===== src/rtl/chlcd_pkg.sv =====
// shared types and constants for the character lcd queue and nibble writer
`default_nettype none

package chlcd_pkg;

    // request kinds on the cmd field
    localparam logic [1:0] CMD_POSITION = 2'd0;
    localparam logic [1:0] CMD_CHAR     = 2'd1;
    localparam logic [1:0] CMD_TICK     = 2'd2;
    localparam logic [1:0] CMD_UNUSED   = 2'd3;

    // configuration register indexes
    localparam logic [1:0] REG_CLEAR_CODE       = 2'd0;
    localparam logic [1:0] REG_CURSOR_LEFT_CODE = 2'd1;
    localparam logic [1:0] REG_LINE_ONE_BASE    = 2'd2;
    localparam logic [1:0] REG_LINE_TWO_BASE    = 2'd3;

    // configuration reset values
    localparam logic [7:0] CLEAR_CODE_RST       = 8'h01;
    localparam logic [7:0] CURSOR_LEFT_CODE_RST = 8'h10;
    localparam logic [6:0] LINE_ONE_BASE_RST    = 7'h00;
    localparam logic [6:0] LINE_TWO_BASE_RST    = 7'h40;

    // control bytes taken from the queue
    localparam logic [7:0] CHR_BACKSPACE = 8'h08;
    localparam logic [7:0] CHR_NEWLINE   = 8'h0A;
    localparam logic [7:0] CHR_FORM_FEED = 8'h0C;
    localparam logic [7:0] CHR_RETURN    = 8'h0D;

    // set-address commands
    localparam logic [7:0] SET_ADDR_LINE_ONE = 8'h80;
    localparam logic [7:0] SET_ADDR_LINE_TWO = 8'hC0;
    localparam logic [7:0] COLUMN_OFFSET     = 8'h7F;

    localparam logic [1:0] ROW_LINE_TWO = 2'd2;

    // sequencer states
    typedef enum logic [2:0] {
        ST_IDLE   = 3'b001,
        ST_DECODE = 3'b010,
        ST_LOW    = 3'b100
    } state_t;

endpackage

`default_nettype wire


===== src/rtl/char_lcd_queue_nibble_writer.sv =====
// character lcd front end: byte queue in a synchronous ram, decoder and nibble writer
//
// channel    direction  handshake               payload
// request    in         start high, busy low    cmd, column, row, char_byte
// result     out        strobe, one cycle       register_select, nibble, last, overflow
// config     in         cfg_wr_en               cfg_index, cfg_data
//
// a position or character request does not raise busy; a full queue answers with an
// overflow result in the next cycle while busy stays low.
// a service tick reads the queue ram at its accepting edge, decodes in the next cycle,
// has the high nibble on the bus in the cycle after and the low nibble in the one after
// that; busy is high during decode and the high nibble, so the next request can be
// taken as the low nibble goes out; a tick on an empty queue gives no result.
// rst_n clears pointers, line and strobe and loads the configuration defaults;
// the queue ram is not cleared.
// the receiver cannot stall: each result is on the ports for exactly one cycle.
`default_nettype none

module char_lcd_queue_nibble_writer
    import chlcd_pkg::*;
#(
    parameter int QUEUE_DEPTH = 64
)
(
    input  wire logic       clk,
    input  wire logic       rst_n,
    // request
    input  wire logic       start,
    output logic            busy,
    input  wire logic [1:0] cmd,
    input  wire logic [5:0] column,
    input  wire logic [1:0] row,
    input  wire logic [7:0] char_byte,
    // result
    output logic            strobe,
    output logic            register_select,
    output logic [3:0]      nibble,
    output logic            last,
    output logic            overflow,
    // configuration
    input  wire logic       cfg_wr_en,
    input  wire logic [1:0] cfg_index,
    input  wire logic [7:0] cfg_data
);

    localparam int PTR_W = $clog2(QUEUE_DEPTH);
    localparam logic [PTR_W-1:0] PTR_LAST = PTR_W'(QUEUE_DEPTH - 1);

    state_t            state_reg, state_next;
    logic [PTR_W-1:0]  wr_ptr_reg, wr_ptr_next;
    logic [PTR_W-1:0]  rd_ptr_reg, rd_ptr_next;
    logic              line_reg, line_next;
    logic [7:0]        clear_code_reg;
    logic [7:0]        cursor_left_code_reg;
    logic [6:0]        line_one_base_reg;
    logic [6:0]        line_two_base_reg;

    logic              strobe_reg, strobe_next;
    logic              rs_reg, rs_next;
    logic [3:0]        nibble_reg, nibble_next;
    logic              last_reg, last_next;
    logic              overflow_reg, overflow_next;
    logic [3:0]        low_nib_reg, low_nib_next;

    logic [7:0]        queue_mem [QUEUE_DEPTH];
    logic [7:0]        rd_data_reg;

    logic              accept;
    logic              is_push;
    logic              queue_full;
    logic              queue_empty;
    logic              mem_we;
    logic [PTR_W-1:0]  wr_ptr_inc;
    logic [PTR_W-1:0]  rd_ptr_inc;
    logic [7:0]        push_byte;
    logic [7:0]        pos_addr;
    logic [6:0]        row_base;
    logic [7:0]        code;
    logic              code_rs;
    logic              code_line;

    // request handshake
    assign busy   = (state_reg != ST_IDLE);
    assign accept = start && !busy;

    // ring pointers
    assign wr_ptr_inc  = (wr_ptr_reg == PTR_LAST) ? '0 : wr_ptr_reg + 1'b1;
    assign rd_ptr_inc  = (rd_ptr_reg == PTR_LAST) ? '0 : rd_ptr_reg + 1'b1;
    assign queue_full  = (wr_ptr_inc == rd_ptr_reg);
    assign queue_empty = (wr_ptr_reg == rd_ptr_reg);

    // set-address byte from column and row
    assign row_base  = (row == ROW_LINE_TWO) ? line_two_base_reg : line_one_base_reg;
    assign pos_addr  = {1'b0, row_base} | ({2'b00, column} + COLUMN_OFFSET);
    assign is_push   = (cmd == CMD_POSITION) || (cmd == CMD_CHAR);
    assign push_byte = (cmd == CMD_POSITION) ? pos_addr : char_byte;
    assign mem_we    = accept && is_push && !queue_full;

    // byte interpretation
    always_comb
    begin
        code      = rd_data_reg;
        code_rs   = 1'b0;
        code_line = line_reg;
        if (rd_data_reg inside {[8'h80:8'h9F]})
        begin
            code_line = 1'b0;
        end
        else if (rd_data_reg inside {[8'hC0:8'hDF]})
        begin
            code_line = 1'b1;
        end
        else
        begin
            case (rd_data_reg)
                CHR_FORM_FEED:
                begin
                    code      = clear_code_reg;
                    code_line = 1'b0;
                end
                CHR_NEWLINE:
                begin
                    code_line = !line_reg;
                    code      = line_reg ? SET_ADDR_LINE_ONE : SET_ADDR_LINE_TWO;
                end
                CHR_BACKSPACE:
                begin
                    code = cursor_left_code_reg;
                end
                CHR_RETURN:
                begin
                    code = {1'b1, (line_reg ? line_two_base_reg : line_one_base_reg)};
                end
                default:
                begin
                    code_rs = 1'b1;
                end
            endcase
        end
    end

    // sequencer and result registers
    always_comb
    begin
        state_next    = state_reg;
        wr_ptr_next   = wr_ptr_reg;
        rd_ptr_next   = rd_ptr_reg;
        line_next     = line_reg;
        strobe_next   = 1'b0;
        rs_next       = rs_reg;
        nibble_next   = nibble_reg;
        last_next     = last_reg;
        overflow_next = overflow_reg;
        low_nib_next  = low_nib_reg;
        case (state_reg)
            ST_IDLE:
            begin
                if (accept)
                begin
                    case (cmd)
                        CMD_POSITION, CMD_CHAR:
                        begin
                            if (cmd == CMD_POSITION)
                            begin
                                line_next = (row == ROW_LINE_TWO);
                            end
                            if (queue_full)
                            begin
                                strobe_next   = 1'b1;
                                rs_next       = 1'b0;
                                nibble_next   = 4'h0;
                                last_next     = 1'b0;
                                overflow_next = 1'b1;
                            end
                            else
                            begin
                                wr_ptr_next = wr_ptr_inc;
                            end
                        end
                        CMD_TICK:
                        begin
                            if (!queue_empty)
                            begin
                                rd_ptr_next = rd_ptr_inc;
                                state_next  = ST_DECODE;
                            end
                        end
                        default:
                        begin
                            state_next = ST_IDLE;
                        end
                    endcase
                end
            end
            ST_DECODE:
            begin
                line_next     = code_line;
                strobe_next   = 1'b1;
                rs_next       = code_rs;
                nibble_next   = code[7:4];
                last_next     = 1'b0;
                overflow_next = 1'b0;
                low_nib_next  = code[3:0];
                state_next    = ST_LOW;
            end
            ST_LOW:
            begin
                strobe_next = 1'b1;
                nibble_next = low_nib_reg;
                last_next   = 1'b1;
                state_next  = ST_IDLE;
            end
            default:
            begin
                state_next = ST_IDLE;
            end
        endcase
    end

    // control state
    always_ff @(posedge clk or negedge rst_n)
    begin
        if (!rst_n)
        begin
            state_reg  <= ST_IDLE;
            wr_ptr_reg <= '0;
            rd_ptr_reg <= '0;
            line_reg   <= 1'b0;
            strobe_reg <= 1'b0;
        end
        else
        begin
            state_reg  <= state_next;
            wr_ptr_reg <= wr_ptr_next;
            rd_ptr_reg <= rd_ptr_next;
            line_reg   <= line_next;
            strobe_reg <= strobe_next;
        end
    end

    // configuration registers
    always_ff @(posedge clk or negedge rst_n)
    begin
        if (!rst_n)
        begin
            clear_code_reg       <= CLEAR_CODE_RST;
            cursor_left_code_reg <= CURSOR_LEFT_CODE_RST;
            line_one_base_reg    <= LINE_ONE_BASE_RST;
            line_two_base_reg    <= LINE_TWO_BASE_RST;
        end
        else if (cfg_wr_en)
        begin
            case (cfg_index)
                REG_CLEAR_CODE:       clear_code_reg       <= cfg_data;
                REG_CURSOR_LEFT_CODE: cursor_left_code_reg <= cfg_data;
                REG_LINE_ONE_BASE:    line_one_base_reg    <= cfg_data[6:0];
                REG_LINE_TWO_BASE:    line_two_base_reg    <= cfg_data[6:0];
                default:              clear_code_reg       <= clear_code_reg;
            endcase
        end
    end

    // result payload
    always_ff @(posedge clk)
    begin
        rs_reg       <= rs_next;
        nibble_reg   <= nibble_next;
        last_reg     <= last_next;
        overflow_reg <= overflow_next;
        low_nib_reg  <= low_nib_next;
    end

    // queue ram, one write and one registered read port
    always_ff @(posedge clk)
    begin
        if (mem_we)
        begin
            queue_mem[wr_ptr_reg] <= push_byte;
        end
        rd_data_reg <= queue_mem[rd_ptr_reg];
    end

    assign strobe          = strobe_reg;
    assign register_select = rs_reg;
    assign nibble          = nibble_reg;
    assign last            = last_reg;
    assign overflow        = overflow_reg;

`ifndef SYNTHESIS
    // low nibble always follows a high nibble of the same byte
    a_low_after_high: assert property (@(posedge clk) disable iff (!rst_n)
        (strobe && last) |-> $past(strobe && !last && !overflow))
        else $error("low nibble without preceding high nibble");

    // while the low nibble is pending the high nibble is on the bus
    a_low_state_high: assert property (@(posedge clk) disable iff (!rst_n)
        (state_reg == ST_LOW) |-> (strobe && !last && !overflow))
        else $error("low nibble state without high nibble result");

    // an overflow result comes from a dropped push taken while idle
    a_overflow_idle: assert property (@(posedge clk) disable iff (!rst_n)
        (strobe && overflow) |-> (!busy && !last && $past(accept && is_push && queue_full)))
        else $error("overflow result without a dropped request");

    // a tick only decodes when the queue held a byte
    a_tick_nonempty: assert property (@(posedge clk) disable iff (!rst_n)
        (state_reg == ST_DECODE) |-> $past(accept && (cmd == CMD_TICK) && !queue_empty))
        else $error("decode entered without a queued byte");
`endif

endmodule

`default_nettype wire


===== config.mk =====
export PLATFORM = sky130hd
export DESIGN_NAME = char_lcd_queue_nibble_writer
export DESIGN_NICKNAME = d
export VERILOG_FILES = /design/src/rtl/chlcd_pkg.sv /design/src/rtl/char_lcd_queue_nibble_writer.sv
export SDC_FILE = /design/constraint.sdc
export NUM_CORES = 1
export LEC_CHECK = 0
export BUFFER_PORTS_ARGS = -buffer_cell sky130_fd_sc_hd__buf_2
export CORE_ASPECT_RATIO = 1.1
export CORE_UTILIZATION = 55
export CTS_CLUSTER_SIZE = 16
export DETAILED_ROUTE_END_ITERATION = 6
export PLACE_DENSITY = 0.69
export SKIP_CTS_REPAIR_TIMING = 1
export SLEW_MARGIN = 20
export SYNTH_ARGS = -nofsm -noshare
export SYNTH_HDL_FRONTEND = slang
export SYNTH_SLANG_ARGS = --single-unit

===== constraint.sdc =====
create_clock -name clk -period 3.8 [get_ports clk]
set_input_delay 0.57 -clock clk [delete_from_list [all_inputs] [get_ports clk]]
set_output_delay 0.57 -clock clk [all_outputs]
set_load 0.02 [all_outputs]

==> impl_metrics.prom <==
# TYPE chip_impl_metric gauge
chip_impl_info{name="outcome",value="completed"} 1
chip_impl_info{name="synth_top_flop_cell",value="sky130_fd_sc_hd__edfxtp_1"} 1
chip_impl_metric{name="synth_async_sr_flop_share",unit="%"} 8.13
chip_impl_metric{name="pwr-share-comb",unit="%"} 27.3
chip_impl_metric{name="grt_pass1_vias",unit=""} 12200
chip_impl_metric{name="drive_gt1_share",unit="%"} 32.0
chip_impl_metric{name="n_antenna_cell",unit=""} 0
chip_impl_info{name="largest_register",value="queue_mem"} 1
chip_impl_metric{name="fp.dieW",unit="um"} 198
chip_impl_metric{name="maximum_clock_rate",unit="MHz"} 307
chip_impl_metric{name="place_hpwl",unit="um"} 32200
chip_impl_metric{name="largest_register_ffs",unit=""} 512
chip_impl_metric{name="grt_start_max_net_pins",unit=""} 85
chip_impl_info{name="path_cells",value="buf_4 > and3_1 > a31oi_1 > or3_1 > nand3_1 > o21ai_4 > buf_12 > nor4_2"} 1
chip_impl_metric{name="timing.hold.ws",unit="ns"} 0.0361
chip_impl_metric{name="critical_path_arrival",unit="ns"} 3.50
chip_impl_metric{name="synthesis.instances",unit=""} 1180
chip_impl_metric{name="drv_slew",unit=""} 0
chip_impl_metric{name="final_setup_tns",unit="ns"} 0
chip_impl_info{name="synth_largest_area_cell",value="sky130_fd_sc_hd__edfxtp_1"} 1
chip_impl_metric{name="place.port_buffers",unit=""} 40
chip_impl_metric{name="reg2reg_depth",unit=""} 8
chip_impl_metric{name="required",unit="ns"} 4.04
chip_impl_metric{name="worstPathMaxFanout",unit=""} 39
chip_impl_metric{name="synthesis.nets",unit=""} 1215
chip_impl_info{name="regToRegEndpoint",value="queue_mem[40][2]"} 1
chip_impl_metric{name="worst_ir_drop_on_vdd",unit="mV"} 0.453
chip_impl_info{name="setup_repair_after_global_routing_missed_its_margin",value="no"} 1
chip_impl_metric{name="clk_pin_slew_worst_paths",unit="ns"} 0.06
chip_impl_info{name="timing.critical_path.slowest_stage_cell",value="sky130_fd_sc_hd__nor4_2"} 1
chip_impl_metric{name="synthDominantCellAreaShare",unit="%"} 67.3
chip_impl_metric{name="route.detailed.drc",unit=""} 0
chip_impl_metric{name="avgViaCountPerCell",unit=""} 6.33
chip_impl_metric{name="layout_min_cycle_time",unit="ns"} 3.26
chip_impl_metric{name="critPathMaxStageDelay",unit="ns"} 0.90
chip_impl_metric{name="synth_area_per_cell",unit="um^2"} 19.8
chip_impl_metric{name="design.final.nets",unit=""} 1327
chip_impl_metric{name="power.sequential.fraction",unit="%"} 41.1
chip_impl_metric{name="global_route.usage.total",unit="%"} 25.2
chip_impl_info{name="layout.cells.most_common",value="sky130_fd_sc_hd__edfxtp_1"} 1
chip_impl_metric{name="max-cap-violations",unit=""} 0
chip_impl_metric{name="detailedRoute.firstPassIterationCount",unit=""} 5
chip_impl_info{name="cts-root-buf",value="sky130_fd_sc_hd__clkbuf_16"} 1
chip_impl_metric{name="antenna_found_initial",unit=""} 0
chip_impl_metric{name="internal_power",unit="mW"} 13.1
chip_impl_metric{name="clkPwrFrac",unit="%"} 31.6
chip_impl_metric{name="postRouteAntennaNets",unit=""} 0
chip_impl_metric{name="max_slew.worst_pin.slew",unit="ns"} 1.09
chip_impl_metric{name="maxSlewHeadroom",unit="%"} 27.0
chip_impl_metric{name="design.die.area",unit="um^2"} 43300
chip_impl_metric{name="powerDensity",unit="nW/um^2"} 692
chip_impl_metric{name="setup_viol_count_final",unit=""} 0
chip_impl_metric{name="final.setup.worst_slack",unit="ns"} 0.539
chip_impl_metric{name="placed_area",unit="um^2"} 24800
chip_impl_info{name="post_synth_main_area_contributors",value="sky130_fd_sc_hd__edfxtp_1 (67%), sky130_fd_sc_hd__mux4_2 (14%), sky130_fd_sc_hd__dfrtp_1 (4.6%), sky130_fd_sc_hd__mux2_2 (1.7%), sky130_fd_sc_hd__nor4_1 (0.94%)"} 1
chip_impl_info{name="critical_path.startpoint_type",value="flop"} 1
chip_impl_info{name="layout_common_cells",value="sky130_fd_sc_hd__edfxtp_1 (523), sky130_fd_sc_hd__mux4_2 (143), sky130_fd_sc_hd__buf_4 (78)"} 1
chip_impl_metric{name="drt_first_iter_violations",unit=""} 1247
chip_impl_metric{name="placed_cells_incl_taps",unit=""} 1794
chip_impl_metric{name="seq_area_frac_synth",unit="%"} 73.0
chip_impl_metric{name="finClkSkew",unit="ns"} 0.0204
chip_impl_metric{name="floorplan.die.height",unit="um"} 218
chip_impl_metric{name="yosysUniqueCellTypes",unit=""} 58
chip_impl_metric{name="grt_pass1_wl",unit="um"} 78200
chip_impl_metric{name="total_number_of_clock_tree_sinks",unit=""} 578
chip_impl_metric{name="netlist_area",unit="um^2"} 23300
chip_impl_info{name="clock_tree_from_tritoncts",value="yes"} 1
chip_impl_metric{name="vias",unit=""} 12000
chip_impl_metric{name="initial_core_util",unit="%"} 56.1
chip_impl_metric{name="total_core_area",unit="um^2"} 41600
chip_impl_info{name="cp_top_family",value="simple AND/OR/NAND/NOR gates"} 1
chip_impl_metric{name="post_placement_setup_slack",unit="ns"} 0.529
chip_impl_metric{name="yosysWarningCount",unit=""} 0
chip_impl_metric{name="netSwitchingFraction",unit="%"} 29.5
chip_impl_info{name="timing.critical_path.to_type",value="flop"} 1
chip_impl_metric{name="critical_path_cell_count",unit=""} 8
chip_impl_metric{name="r2r_slack",unit="ns"} 0.54
chip_impl_metric{name="design_area",unit="um^2"} 26800
chip_impl_metric{name="design_power_total",unit="mW"} 18.5
chip_impl_metric{name="clk_latency",unit="ns"} 0.62
chip_impl_metric{name="final_util",unit="%"} 64.4
chip_impl_metric{name="synth_enable_flop_cells",unit=""} 523
chip_impl_info{name="rr_startpoint",value="wr_ptr_reg[1]"} 1
chip_impl_metric{name="min_period_over_period",unit="%"} 85.8
chip_impl_metric{name="h_tree_levels",unit=""} 2
chip_impl_metric{name="place_congestion",unit=""} 0.930
chip_impl_metric{name="globalRoute.totalOverflow",unit=""} 0
chip_impl_metric{name="leakage",unit="nW"} 8.66
chip_impl_metric{name="io_pins",unit=""} 41
chip_impl_metric{name="area_delta_synth_final",unit="%"} 14.7
chip_impl_metric{name="avgRoutedWirePerCell",unit="um"} 27.5
chip_impl_metric{name="fin_cells",unit=""} 1900
chip_impl_metric{name="switching_power",unit="mW"} 5.46
chip_impl_metric{name="critical_path.n_buffers_inverters",unit=""} 2
chip_impl_metric{name="longest_clk_path_bufs",unit=""} 3
chip_impl_info{name="worstHoldPathType",value="in -> async"} 1
chip_impl_metric{name="synth.ff_latch_count",unit=""} 578
chip_impl_metric{name="floorplan.rows",unit=""} 78
chip_impl_info{name="path_class",value="reg -> reg"} 1
chip_impl_metric{name="cts_inserted_buffers",unit=""} 56
chip_impl_metric{name="final_hold_viol_count",unit=""} 0
chip_impl_metric{name="drt_wl_total",unit="um"} 52300
[layer usage]
layer	global-route usage [%]	routed length, um	part of all wire [%]
met4	10.1	1810	3.5
met3	3.80	3180	6.1
met1	34.5	21300	41
met2	40.9	26000	50
met5	0	0	0
[worst max-delay path by stage]
stage	startpoint	end	slack (ns)
floorplan	row[1]	queue_mem[0][2]	0.04
CTS	wr_ptr_reg[1]	queue_mem[38][2]	0.55
global route	wr_ptr_reg[2]	queue_mem[40][2]	0.39
detailed placement	wr_ptr_reg[1]	queue_mem[38][0]	0.53
global placement	wr_ptr_reg[2]	queue_mem[40][3]	0.64
finish	wr_ptr_reg[1]	queue_mem[40][2]	0.54
[synthesized netlist by cell type (all sizes together), types with 20 or more instances]
cell type and count:
mux2 41, dfrtp 43, clkbuf 20, nand2 32, buf 51, nor4 36, nor2 35, edfxtp 523
mux4 146, a22oi 24, o21ai 20, nor3 39
[layout make-up]
class	instances	area (um^2)
flip-flops and latches	578	17100
fillers	2818	14800
multi-input cells	522	6100
clock buffers	73	1540
repair buffers	125	926
well taps	560	701
clock inverters	33	419
inverters	9	33.8
[power by group through the flow]
| stage | clock network [mW] | logic, mW | registers (mW) |
|---|---|---|---|
| final | 5.85 | 5.06 | 7.62 |
| after global routing | 6.18 | 5.37 | 7.65 |
| after CTS | 5.95 | 5.09 | 7.62 |
| after detailed placement | 0 | 5.05 | 7.75 |
| after global placement | 0 | 5.01 | 7.73 |
| after floorplan | 0 | 3.69 | 7.52 |
[cells by family after synthesis]
logic type / after synthesis / share of synthesized area (%)
and+or+nand+nor: 203 / 4.69
buffers and inverters: 80 / 1.84
muxes: 203 / 16.8
DFF: 578 / 73.0
AOI/OAI and AO/OA: 97 / 2.86
xor gates and xnor gates: 16 / 0.601
adders and majority gates: 3 / 0.161
No activity file was read; power rests on OpenSTA's default activity.
